File: src/hem_pkg.sv
// ----------------------------------------------------------------------------
// hem_pkg
// Shared widths, register indexes and state encoding for the histogram
// equalization table generator.
// ----------------------------------------------------------------------------
package hem_pkg;

  // Default width of the running sum and of the total count register.
  localparam int COUNT_BITS_DEF = 24;

  // Fixed field widths of the streams.
  localparam int BIN_COUNT_W = 24;
  localparam int IN_DATA_W   = 24;
  localparam int LEVEL_W     = 8;
  localparam int OUT_DATA_W  = 8;

  // Configuration register indexes.
  localparam int CFG_ADDR_W = 1;
  localparam logic [CFG_ADDR_W-1:0] REG_TOTAL_COUNT  = 1'b0;
  localparam logic [CFG_ADDR_W-1:0] REG_STRETCH_MODE = 1'b1;

  // Highest output level.
  localparam logic [LEVEL_W-1:0] MAX_LEVEL = 8'd255;

  // Sequencer states for one bin.
  typedef enum logic [3:0] {
    ST_IDLE,
    ST_SUM,
    ST_NUM,
    ST_ADD,
    ST_DIV_C,
    ST_LEVEL,
    ST_STR_NUM,
    ST_STR_ADD,
    ST_DIV_S,
    ST_EMIT
  } hem_state_t;

endpackage

File: src/histogram_equalization_map_top.sv
// ----------------------------------------------------------------------------
// histogram_equalization_map_top
// Turns histogram bin counts into equalization table entries, one per bin.
// ----------------------------------------------------------------------------
// Usage:
//   Bin counts arrive in ascending bin order on the in_ stream, one beat per
//   bin, with in_tlast on the final bin. Each input beat yields one out_ beat
//   carrying the table entry, out_tlast copied from the input and out_tuser
//   set when a stretch was asked for but the first bin already maps to 255.
//   The cfg_ port writes the total count (index 0) and the stretch mode
//   (index 1); write it only while no bin is in flight.
// Sequencing:
//   One bin is worked at a time. The next bin can be taken in the same
//   cycle that the previous result beat appears. The time per bin is set
//   by the bit-serial divider, which runs once per bin in classic mode and
//   twice in stretch mode, unless the first bin already maps to 255.
// Reset and stalls:
//   Reset clears the running sum, arms the first-bin capture and restores
//   the registers to total 1, classic mode. A result waits in the output
//   register while the receiver stalls; the next bin may be accepted and
//   worked meanwhile, and it waits for the output register to empty.
// ----------------------------------------------------------------------------
module histogram_equalization_map_top #(
  parameter int COUNT_BITS = hem_pkg::COUNT_BITS_DEF
) (
  input  logic                           clk,
  input  logic                           rst_n,
  // Input stream: tdata = bin_count[23:0]; tlast = last_bin
  input  logic                           in_tvalid,
  output logic                           in_tready,
  input  logic [hem_pkg::IN_DATA_W-1:0]  in_tdata,
  input  logic                           in_tlast,
  // Result stream: tdata = map_value[7:0]; tlast = last_entry;
  // tuser = degenerate
  output logic                           out_tvalid,
  input  logic                           out_tready,
  output logic [hem_pkg::OUT_DATA_W-1:0] out_tdata,
  output logic                           out_tlast,
  output logic                           out_tuser,
  // Configuration write port
  input  logic                           cfg_we,
  input  logic [hem_pkg::CFG_ADDR_W-1:0] cfg_addr,
  input  logic [COUNT_BITS-1:0]          cfg_wdata
);
  import hem_pkg::*;

  // Numerator width: 511 * total fits in COUNT_BITS + 9 bits.
  localparam int DW = COUNT_BITS + 9;

  hem_state_t          state_r;
  hem_state_t          state_nxt;
  logic [COUNT_BITS-1:0] total_r;
  logic                stretch_r;
  logic [COUNT_BITS-1:0] running_r;
  logic [LEVEL_W-1:0]  first_r;
  logic                at_first_r;
  logic                out_tvalid_r;
  logic [LEVEL_W-1:0]  out_data_r;
  logic                out_last_r;
  logic                out_degen_r;

  logic [COUNT_BITS-1:0] count_r;
  logic [COUNT_BITS-1:0] tot_r;
  logic                last_r;
  logic                mode_r;
  logic [DW-1:0]       num_r;
  logic [LEVEL_W-1:0]  classic_r;
  logic [LEVEL_W-1:0]  val_r;
  logic                degen_r;

  logic [COUNT_BITS-1:0] count_in;
  logic [COUNT_BITS:0]   sum_full;
  logic [COUNT_BITS-1:0] sum_sat;
  logic [LEVEL_W-1:0]  first_eff;
  logic [LEVEL_W-1:0]  diff_lvl;
  logic [LEVEL_W-1:0]  span;
  logic                div_start;
  logic [DW-1:0]       div_num;
  logic [DW-1:0]       div_den;
  logic                div_done;
  logic [LEVEL_W-1:0]  div_quot;
  logic                out_load;
  logic                in_beat;

  assign count_in = COUNT_BITS'(in_tdata[BIN_COUNT_W-1:0]);
  assign in_beat  = in_tvalid && in_tready;

  // Saturating running sum, and the stretch operands.
  always_comb begin
    sum_full  = {1'b0, running_r} + {1'b0, count_r};
    sum_sat   = (sum_full > {1'b0, tot_r}) ? tot_r : sum_full[COUNT_BITS-1:0];
    first_eff = at_first_r ? div_quot : first_r;
    diff_lvl  = (classic_r > first_r) ? (classic_r - first_r) : '0;
    span      = MAX_LEVEL - first_r;
  end

  // Sequencer: next state and strobes.
  always_comb begin
    state_nxt = state_r;
    div_start = 1'b0;
    div_num   = num_r + DW'(tot_r);
    div_den   = DW'({tot_r, 1'b0});
    out_load  = 1'b0;
    case (state_r)
      ST_IDLE: begin
        if (in_tvalid) state_nxt = ST_SUM;
      end
      ST_SUM: begin
        state_nxt = ST_NUM;
      end
      ST_NUM: begin
        state_nxt = ST_ADD;
      end
      ST_ADD: begin
        // round(510*sum + total) / (2*total)
        div_start = 1'b1;
        state_nxt = ST_DIV_C;
      end
      ST_DIV_C: begin
        if (div_done) state_nxt = ST_LEVEL;
      end
      ST_LEVEL: begin
        if (!mode_r || (first_eff == MAX_LEVEL)) begin
          state_nxt = ST_EMIT;
        end else begin
          state_nxt = ST_STR_NUM;
        end
      end
      ST_STR_NUM: begin
        state_nxt = ST_STR_ADD;
      end
      ST_STR_ADD: begin
        // round(510*diff + span) / (2*span)
        div_start = 1'b1;
        div_num   = num_r + DW'(span);
        div_den   = DW'({span, 1'b0});
        state_nxt = ST_DIV_S;
      end
      ST_DIV_S: begin
        if (div_done) state_nxt = ST_EMIT;
      end
      ST_EMIT: begin
        if (!out_tvalid_r || out_tready) begin
          out_load  = 1'b1;
          state_nxt = ST_IDLE;
        end
      end
      default: begin
        state_nxt = ST_IDLE;
      end
    endcase
  end

  // Control state, configuration registers and sequence state.
  always_ff @(posedge clk) begin
    if (!rst_n) begin
      state_r      <= ST_IDLE;
      total_r      <= COUNT_BITS'(1);
      stretch_r    <= 1'b0;
      running_r    <= '0;
      first_r      <= '0;
      at_first_r   <= 1'b1;
      out_tvalid_r <= 1'b0;
    end else begin
      state_r <= state_nxt;
      if (cfg_we) begin
        case (cfg_addr)
          REG_TOTAL_COUNT:  total_r   <= cfg_wdata;
          REG_STRETCH_MODE: stretch_r <= cfg_wdata[0];
          default: ;
        endcase
      end
      if (state_r == ST_SUM) begin
        running_r <= sum_sat;
      end
      if ((state_r == ST_LEVEL) && at_first_r) begin
        first_r    <= div_quot;
        at_first_r <= 1'b0;
      end
      // The final bin restarts the sequence once its entry is out.
      if (out_load && last_r) begin
        running_r  <= '0;
        at_first_r <= 1'b1;
      end
      if (out_load) begin
        out_tvalid_r <= 1'b1;
      end else if (out_tready) begin
        out_tvalid_r <= 1'b0;
      end
    end
  end

  // Working registers of the bin in flight and the output register.
  always_ff @(posedge clk) begin
    case (state_r)
      ST_IDLE: begin
        if (in_beat) begin
          count_r <= count_in;
          last_r  <= in_tlast;
          tot_r   <= (total_r == '0) ? COUNT_BITS'(1) : total_r;
          mode_r  <= stretch_r;
        end
      end
      ST_NUM: begin
        // 510 * sum, built as 512 * sum - 2 * sum.
        num_r <= DW'({running_r, 9'b0}) - DW'({running_r, 1'b0});
      end
      ST_LEVEL: begin
        classic_r <= div_quot;
        val_r     <= div_quot;
        degen_r   <= mode_r && (first_eff == MAX_LEVEL);
      end
      ST_STR_NUM: begin
        num_r <= DW'({diff_lvl, 9'b0}) - DW'({diff_lvl, 1'b0});
      end
      ST_DIV_S: begin
        if (div_done) val_r <= div_quot;
      end
      default: ;
    endcase
    if (out_load) begin
      out_data_r  <= val_r;
      out_last_r  <= last_r;
      out_degen_r <= degen_r;
    end
  end

  // Shared bit-serial divider.
  hem_div #(
    .W (DW)
  ) u_div (
    .clk   (clk),
    .rst_n (rst_n),
    .start (div_start),
    .num   (div_num),
    .den   (div_den),
    .done  (div_done),
    .quot  (div_quot)
  );

  assign in_tready  = (state_r == ST_IDLE);
  assign out_tvalid = out_tvalid_r;
  assign out_tdata  = out_data_r;
  assign out_tlast  = out_last_r;
  assign out_tuser  = out_degen_r;

endmodule

File: src/hem_div.sv
// ----------------------------------------------------------------------------
// hem_div
// Bit-serial restoring divider producing an 8-bit quotient, one quotient bit
// per cycle. The caller guarantees the quotient fits in 8 bits.
// ----------------------------------------------------------------------------
module hem_div #(
  parameter int W = 33
) (
  input  logic                        clk,
  input  logic                        rst_n,
  input  logic                        start,
  input  logic [W-1:0]                num,
  input  logic [W-1:0]                den,
  output logic                        done,
  output logic [hem_pkg::LEVEL_W-1:0] quot
);
  import hem_pkg::*;

  localparam int SW = W + LEVEL_W - 1;
  localparam int CW = $clog2(LEVEL_W);

  logic               busy_r;
  logic               done_r;
  logic [CW-1:0]      step_r;
  logic [W-1:0]       rem_r;
  logic [SW-1:0]      dsh_r;
  logic [LEVEL_W-1:0] quot_r;
  logic [SW-1:0]      rem_ext;
  logic [SW-1:0]      rem_diff;
  logic               fits;

  // Trial subtraction of the shifted divisor from the partial remainder.
  always_comb begin
    rem_ext  = SW'(rem_r);
    fits     = (rem_ext >= dsh_r);
    rem_diff = rem_ext - dsh_r;
  end

  // Step counter and completion pulse.
  always_ff @(posedge clk) begin
    if (!rst_n) begin
      busy_r <= 1'b0;
      done_r <= 1'b0;
      step_r <= '0;
    end else begin
      done_r <= 1'b0;
      if (start) begin
        busy_r <= 1'b1;
        step_r <= '0;
      end else if (busy_r) begin
        step_r <= step_r + 1'b1;
        if (step_r == CW'(LEVEL_W - 1)) begin
          busy_r <= 1'b0;
          done_r <= 1'b1;
        end
      end
    end
  end

  // Remainder, divisor shift register and quotient shift register.
  always_ff @(posedge clk) begin
    if (start) begin
      rem_r <= num;
      dsh_r <= {den, {(LEVEL_W - 1){1'b0}}};
    end else if (busy_r) begin
      if (fits) begin
        rem_r <= rem_diff[W-1:0];
      end
      dsh_r  <= dsh_r >> 1;
      quot_r <= {quot_r[LEVEL_W-2:0], fits};
    end
  end

  assign done = done_r;
  assign quot = quot_r;

endmodule

File: config.mk
export PLATFORM = sky130hd
export DESIGN_NAME = histogram_equalization_map_top
export DESIGN_NICKNAME = d
export VERILOG_FILES = /design/src/hem_pkg.sv /design/src/histogram_equalization_map_top.sv /design/src/hem_div.sv
export SDC_FILE = /design/constraint.sdc
export NUM_CORES = 1
export LEC_CHECK = 0
export BUFFER_PORTS_ARGS = -buffer_cell sky130_fd_sc_hd__buf_2
export CORE_ASPECT_RATIO = 1.5
export CORE_MARGIN = 4
export CORE_UTILIZATION = 58
export DETAILED_ROUTE_END_ITERATION = 10
export PLACE_DENSITY = 0.84
export SYNTH_ARGS = -nofsm -noshare
export SYNTH_HDL_FRONTEND = slang
export SYNTH_SLANG_ARGS = --single-unit
File: constraint.sdc
create_clock -name clk -period 4.87 [get_ports clk]
set_input_delay 0.487 -clock clk [delete_from_list [all_inputs] [get_ports clk]]
set_output_delay 0.487 -clock clk [all_outputs]
set_load 0.02 [all_outputs]
After elaboration in Yosys (flattened, before gate mapping)
Cells that the tools add are included.
{"block": "word_totals", "out_inout_bits": 12, "input_bits": 55, "register_bits": 259, "elab_cells": 110}
{"block": "classes", "reduce_logical": 26, "muxes": 28, "bitwise": 4, "order_cmp": 3, "addsub": 9, "eq_ne": 15}
{"cell": "$mux W33", "n": 4}
{"cell": "$mux W40", "n": 2}
{"cell": "$pmux W33 S2", "n": 1}
{"cell": "$ge A33 B40 Y1", "n": 1}
{"cell": "$pmux W4 S10", "n": 1}
{"cell": "$add A33 B24 Y33", "n": 1}
{"cell": "$add A33 B8 Y33", "n": 1}
{"cell": "$sub A33 B25 Y33", "n": 1}
{"cell": "$sub A33 B33 Y33", "n": 1}
{"cell": "$add A24 B24 Y25", "n": 1}
{"cell": "$gt A25 B24 Y1", "n": 1}
{"cell": "$mux W25", "n": 1}
{"cell": "$logic_not A24 Y1", "n": 1}
{"cell": "$mux W24", "n": 1}
{"cell": "$mux W8", "n": 3}
{"cell": "$mux W4", "n": 5}
{"cell": "$sub A17 B9 Y18", "n": 1}
{"cell": "$eq A4 B3 Y1 const B", "n": 4}
{"cell": "$pmux W8 S2", "n": 1}
{"cell": "$reduce_and A2 Y1", "n": 6}
{"cell": "$reduce_bool A2 Y1", "n": 5}
{"cell": "$mux W1", "n": 9}
{"cell": "$eq A4 B2 Y1 const B", "n": 2}
{"cell": "$eq A4 B4 Y1 const B", "n": 2}
{"cell": "other kinds (17)", "n": 29}

Depth between registers and ports, before layout
{"block": "depth", "ltp_word": 6, "depth_mapped": 20, "depth_no_buf": 20}

Cells and area by module
From an unflattened synthesis, not the netlist that was laid out.
{"block": "unflattened", "cells_unflattened": 1872, "hier_area_um2": 17007.6}
{"module": "histogram_equalization_map_top", "area_per_inst_um2": 11619.9, "instances": 1, "cells_each": 1298, "seq_area_each_um2": 4534.3}
{"module": "hem_div", "area_per_inst_um2": 5387.7, "instances": 1, "cells_each": 574, "seq_area_each_um2": 2462.4}

Least setup slack after synthesis
Ideal clock, no wire load.
{"block": "synth_timing", "path_type": "register -> register", "startpoint": "register running_r[0]", "endpoint": "register running_r[10]", "required_time_ps": 4733, "t_arrival_ps": 4279, "synth_period_minus_slack_ps": 4417, "path_buffers": 1, "setup_time_ps": 137, "slack_ps": 453, "path_stages_with_launch": 21, "path_cell_list": "dfxtp_1 -> ha_1 -> fa_1 -> a211oi_1 -> o21ai_1 -> a31oi_1 -> o31ai_2 -> a211oi_2 -> o21bai_1 -> a21oi_1 -> xnor2_1 -> ha_1 -> a21o_1 -> a211oi_1 -> o211ai_1 -> a211o_1 -> o211ai_1 -> o211a_2 -> buf_6 -> mux2i_1 -> a211oi_1"}
{"block": "synth_between", "elab_chain_len": 3}
{"element": "start, declared", "line_no": "histogram_equalization_map_top.sv:54", "source": "logic [COUNT_BITS-1:0] running_r;"}
{"element": "start signal, assigned", "line_no": "histogram_equalization_map_top.sv:174", "source": "running_r <= sum_sat;"}
{"element": "$add A24 B24 Y25 (*)", "line_no": "histogram_equalization_map_top.sv:90", "source": "sum_full = {1'b0, running_r} + {1'b0, count_r};"}
{"element": "$gt A25 B24 Y1", "line_no": "histogram_equalization_map_top.sv:91", "source": "sum_sat = (sum_full > {1'b0, tot_r}) ? tot_r : sum_full[COUNT_BITS-1:0];"}
{"element": "$mux W24 (*)", "line_no": "histogram_equalization_map_top.sv:91"}
Every way passes the cells marked *; elsewhere a longest branch is shown, timed or not.
A chain may end at the register's enable or synchronous reset.

Worst setup path in the final report
{"block": "layout_timing", "startpoint": "register count_r[0]", "endpoint": "register running_r[3]"}
{"block": "layout_between", "elab_chain_len": 3}
{"element": "start, declared", "line_no": "histogram_equalization_map_top.sv:62", "source": "logic [COUNT_BITS-1:0] count_r;"}
{"element": "start signal, assigned", "line_no": "histogram_equalization_map_top.sv:198", "source": "count_r <= count_in;"}
{"element": "$add A24 B24 Y25 (*)", "line_no": "histogram_equalization_map_top.sv:90"}
{"element": "$gt A25 B24 Y1", "line_no": "histogram_equalization_map_top.sv:91"}
{"element": "$mux W24 (*)", "line_no": "histogram_equalization_map_top.sv:91"}
Marks and branches as above.

==> summary.txt <==
Run status
  • Status: finished clean

Setup path
  • Register-to-register path setup slack: 170 ps
  • Worst R2R Path Depth: 20
  • Critical Path Fanout Max: 9
  • R2R Path Start: count_r[0]$_DFFE_PP_
  • Crit. End Element: flop
  • Worst setup path class: flop to flop
  • CP startpoint kind: flop
  • R2r endpoint: running_r[3]$_SDFFE_PP0P_
  • CP cell instances: ha_2, fa_2, a211oi_2, o21ai_2, a31oi_4, o31ai_4, a211oi_2, o21bai_1, a21oi_1, xnor2_1, ha_1, a21o_1, a211oi_1, o211ai_1, a211o_1, o211ai_1, o211a_4, buf_12, mux2i_1, a211oi_1
  • CP required: 5270 ps
  • Critical Path AT: 5100 ps
  • Critical path's slowest cell: edfxtp_1
  • CP max stage delay: 370 ps

Die
  • Die span in x: 144 um
  • DIE HEIGHT: 212 um
  • Full die area: 30400 um2
  • Core Region: 27200 um2
  • Io pins: 67
  • Starting Density: 0.589
  • Row cnt: 74

Logic synthesis
  • Synth area leaders: edfxtp_1, ha_1, dfxtp_1, a21oi_1, nand2_1
  • Yosys top cell area share: 0.328
  • Synth Area in Compound Gates: 0.200
  • Yosys cell types: 76
  • Largest family of logic cells by synthesized area: compound AO/OA/AOI/OAI gates
  • Mux cell area share after synthesis: 0.0314
  • Avg Cell Area, Syn: 9.52 um2
  • Post-synthesis sequential area ratio: 0.422
  • Synth area leader: edfxtp_1
  • Top-count cell post-synth: edfxtp_1
  • Mapped Cells: 1683
  • #FFs+latches synth: 250
  • EDFF count, synth: 175
  • Simple-gate share of the synthesized area: 0.135
  • Mapped Nets: 1873
  • Yosys warns: 0
  • Adder-Cell Fraction of Synth Area: 0.107
  • Mapped Area: 16000 um2
  • Async SR Flop Fraction: 0
  • Synth Area in XOR/XNOR: 0.0601
  • Ys flop type: edfxtp_1
  • Post-synth top cells: edfxtp_1, nand2_1, ha_1, a21oi_1, nor2_1

Timing
  • Final period utilization: 0.965
  • Top achievable clock speed: 0.213 GHz
  • Max Slew Vio Count: 0
  • Relative slew slack: 0.154
  • Min cycle time layout: 4700 ps
  • Worst Max-Slew Pin Slew: 1240 ps
  • Final clock skew: 33.7 ps
  • Fin Setup TNS: 0 ps
  • Final Hold Fails: 0
  • # setup viols final: 0

Global route
  • First-pass GRT wire length: 63300 um
  • Initial antenna violation count: 0
  • Vias in the first global route: 12597
  • Gr usage total: 0.259
  • Largest net degree at the start of global routing: 51
  • GRT overflow: 0

Detailed routing
  • DRT Pass-1 Iters: 5
  • Vias per cell: 6.16
  • Residual DRC: 0
  • Routed length per placed instance: 19.1 um
  • Via count: 12854
  • Detailed router's first-iteration violation count: 809
  • Drt total wl: 39800 um
  • Antenna-violating nets left: 0

Hold path
  • Hold Path Sink: count_r[3]$_DFFE_PP_
  • Hold Path Depth: 1
  • Hold Startpoint: in_tdata[3]
  • Hold/Removal Path Class: input port to flop

Pwr
  • Design Power: 8430 uW
  • Leak: 0.00719 uW
  • Worst vdd ir: 0.000466 V
  • Pwr/cell area: 480 nW/um2

CTS
  • Total CTS buffers: 24
  • CTS tree: built
  • Worst-skew pair later-pin latency: 560 ps
  • CTS Buffer Depth: 3
  • Hold-fix buffers, CTS: 0
  • Root buf cell: clkbuf_16
  • Clock H-tree levels: 1
  • Clock sinks: 250
  • Reg clk slew, reported paths: 70 ps

Layout
  • Ant. Diodes: 0
  • Layout cells sized above 1: 0.0970
  • Syn-to-layout area delta: 9.73%
  • Final Non-Filler Cells: 2085
  • Final net count: 1915

Place
  • IO buf count: 66
  • DP HPWL: 30500 um
  • Placed insts: 2037
  • Placer Congestion: 0.971

Flow run
  • Max-cap violations: 0
worst max path at each step:
stage / from / endpoint / slack, ps / depth (start not counted)
4_1_cts: count_r[0]$_DFFE_PP_ / running_r[3]$_SDFFE_PP0P_ / 50 / 20
6_report: count_r[0]$_DFFE_PP_ / running_r[3]$_SDFFE_PP0P_ / 170 / 20
5_1_grt: count_r[0]$_DFFE_PP_ / running_r[9]$_SDFFE_PP0P_ / -50 / 20
2_1_floorplan: running_r[0]$_SDFFE_PP0P_ / running_r[10]$_SDFFE_PP0P_ / 450 / 20
3_3_place_gp: count_r[0]$_DFFE_PP_ / running_r[18]$_SDFFE_PP0P_ / 190 / 20
3_5_place_dp: count_r[0]$_DFFE_PP_ / running_r[3]$_SDFFE_PP0P_ / 40 / 20
power by group:
| group | total [uW] | switching [uW] | internal [uW] |
|---|---|---|---|
| sequential | 2820 | 186 | 2630 |
| clock | 1840 | 852 | 993 |
| combinational | 3770 | 2120 | 1660 |
worst max-delay path: cells and delay by family (launching register included):
family | cells | cell delay [ps]
AO/OA/AOI/OAI | 14 | 2780
adder cells (fa/ha/maj) | 3 | 850
flip-flops | 1 | 370
multiplexers | 1 | 220
XOR/XNOR | 1 | 170
buffers and inverters | 1 | 160
flip-flops by register name, summed over array words and instances, names as in the netlist, 24 cells and up:
| name | cells |
|---|---|
| u_div.rem_r | 33 |
| running_r | 24 |
| tot_r | 24 |
| count_r | 24 |
| u_div.dsh_r | 32 |
| num_r | 32 |
| total_r | 24 |
cells in the final DEF, fill, tap and decap left out, types with 22 or more instances in the layout:
master     synthesis  layout
mux2i_1           48      47
a211oi_1          33      31
nand3_1           37      37
buf_4              0      29
edfxtp_1         175     175
xor2_1            50      50
ha_1             131     130
a31oi_1           29      28
inv_1            106     106
nor2_1           124     122
xnor2_1           60      60
nand2_1          158     158
clkbuf_16          0      25
dfxtp_1           75      75
buf_2              0      66
a21oi_1          124     123
nor2b_1           22      22
a21boi_0          31      31
a21o_1            48      48
o21ai_0           82      82
cell families (layout without fill, tap and decap cells):
logic type	after synthesis	in the layout
AO/OA/AOI/OAI	486	486
XOR/XNOR	110	110
adder cells (fa/ha/maj)	135	135
buffers and inverters	188	248
flip-flops	250	250
multiplexers	50	50
AND/OR/NAND/NOR	464	464
through the flow:
step           hold slack (ps)  setup slack, ps  cell area (um2)  utilization
6_report                   106              169            17600        0.646
3_3_place_gp               403              185            16700        0.614
4_1_cts                   86.5             54.8            17500        0.642
3_5_place_dp               406             38.6            16700        0.614
5_1_grt                   95.8            -49.3            17600        0.646
2_1_floorplan              400              453            16000            -
cell type report:
class,instances,area (um2)
Timing Repair Buffer,98,604
Tap cell,342,428
Clock buffer,28,626
Clock inverter,16,143
Multi-Input combinational cell,1245,8630
Fill cell,2166,9640
Inverter,106,398
Sequential cell,250,6760
per-layer routing:
metal | up-vias | GRT usage | share of wire
met5 | - | 0 | 0
met2 | 393 | 0.474 | 0.52
met4 | 0 | 0.125 | 0.051
li1 | 6250 | - | -
met1 | 6083 | 0.302 | 0.39
met3 | 128 | 0.0208 | 0.041
what timing repair did:
action / CTS / global route
hold endpoints to repair: 0 / 0
pin swaps: 0 / 9
cloned: 0 / 2
setup endpoints to repair: 10 / 24
buffers inserted: 0 / 2
resized for setup: 1 / 11
Note: power is estimated with default switching activity, not from simulation.
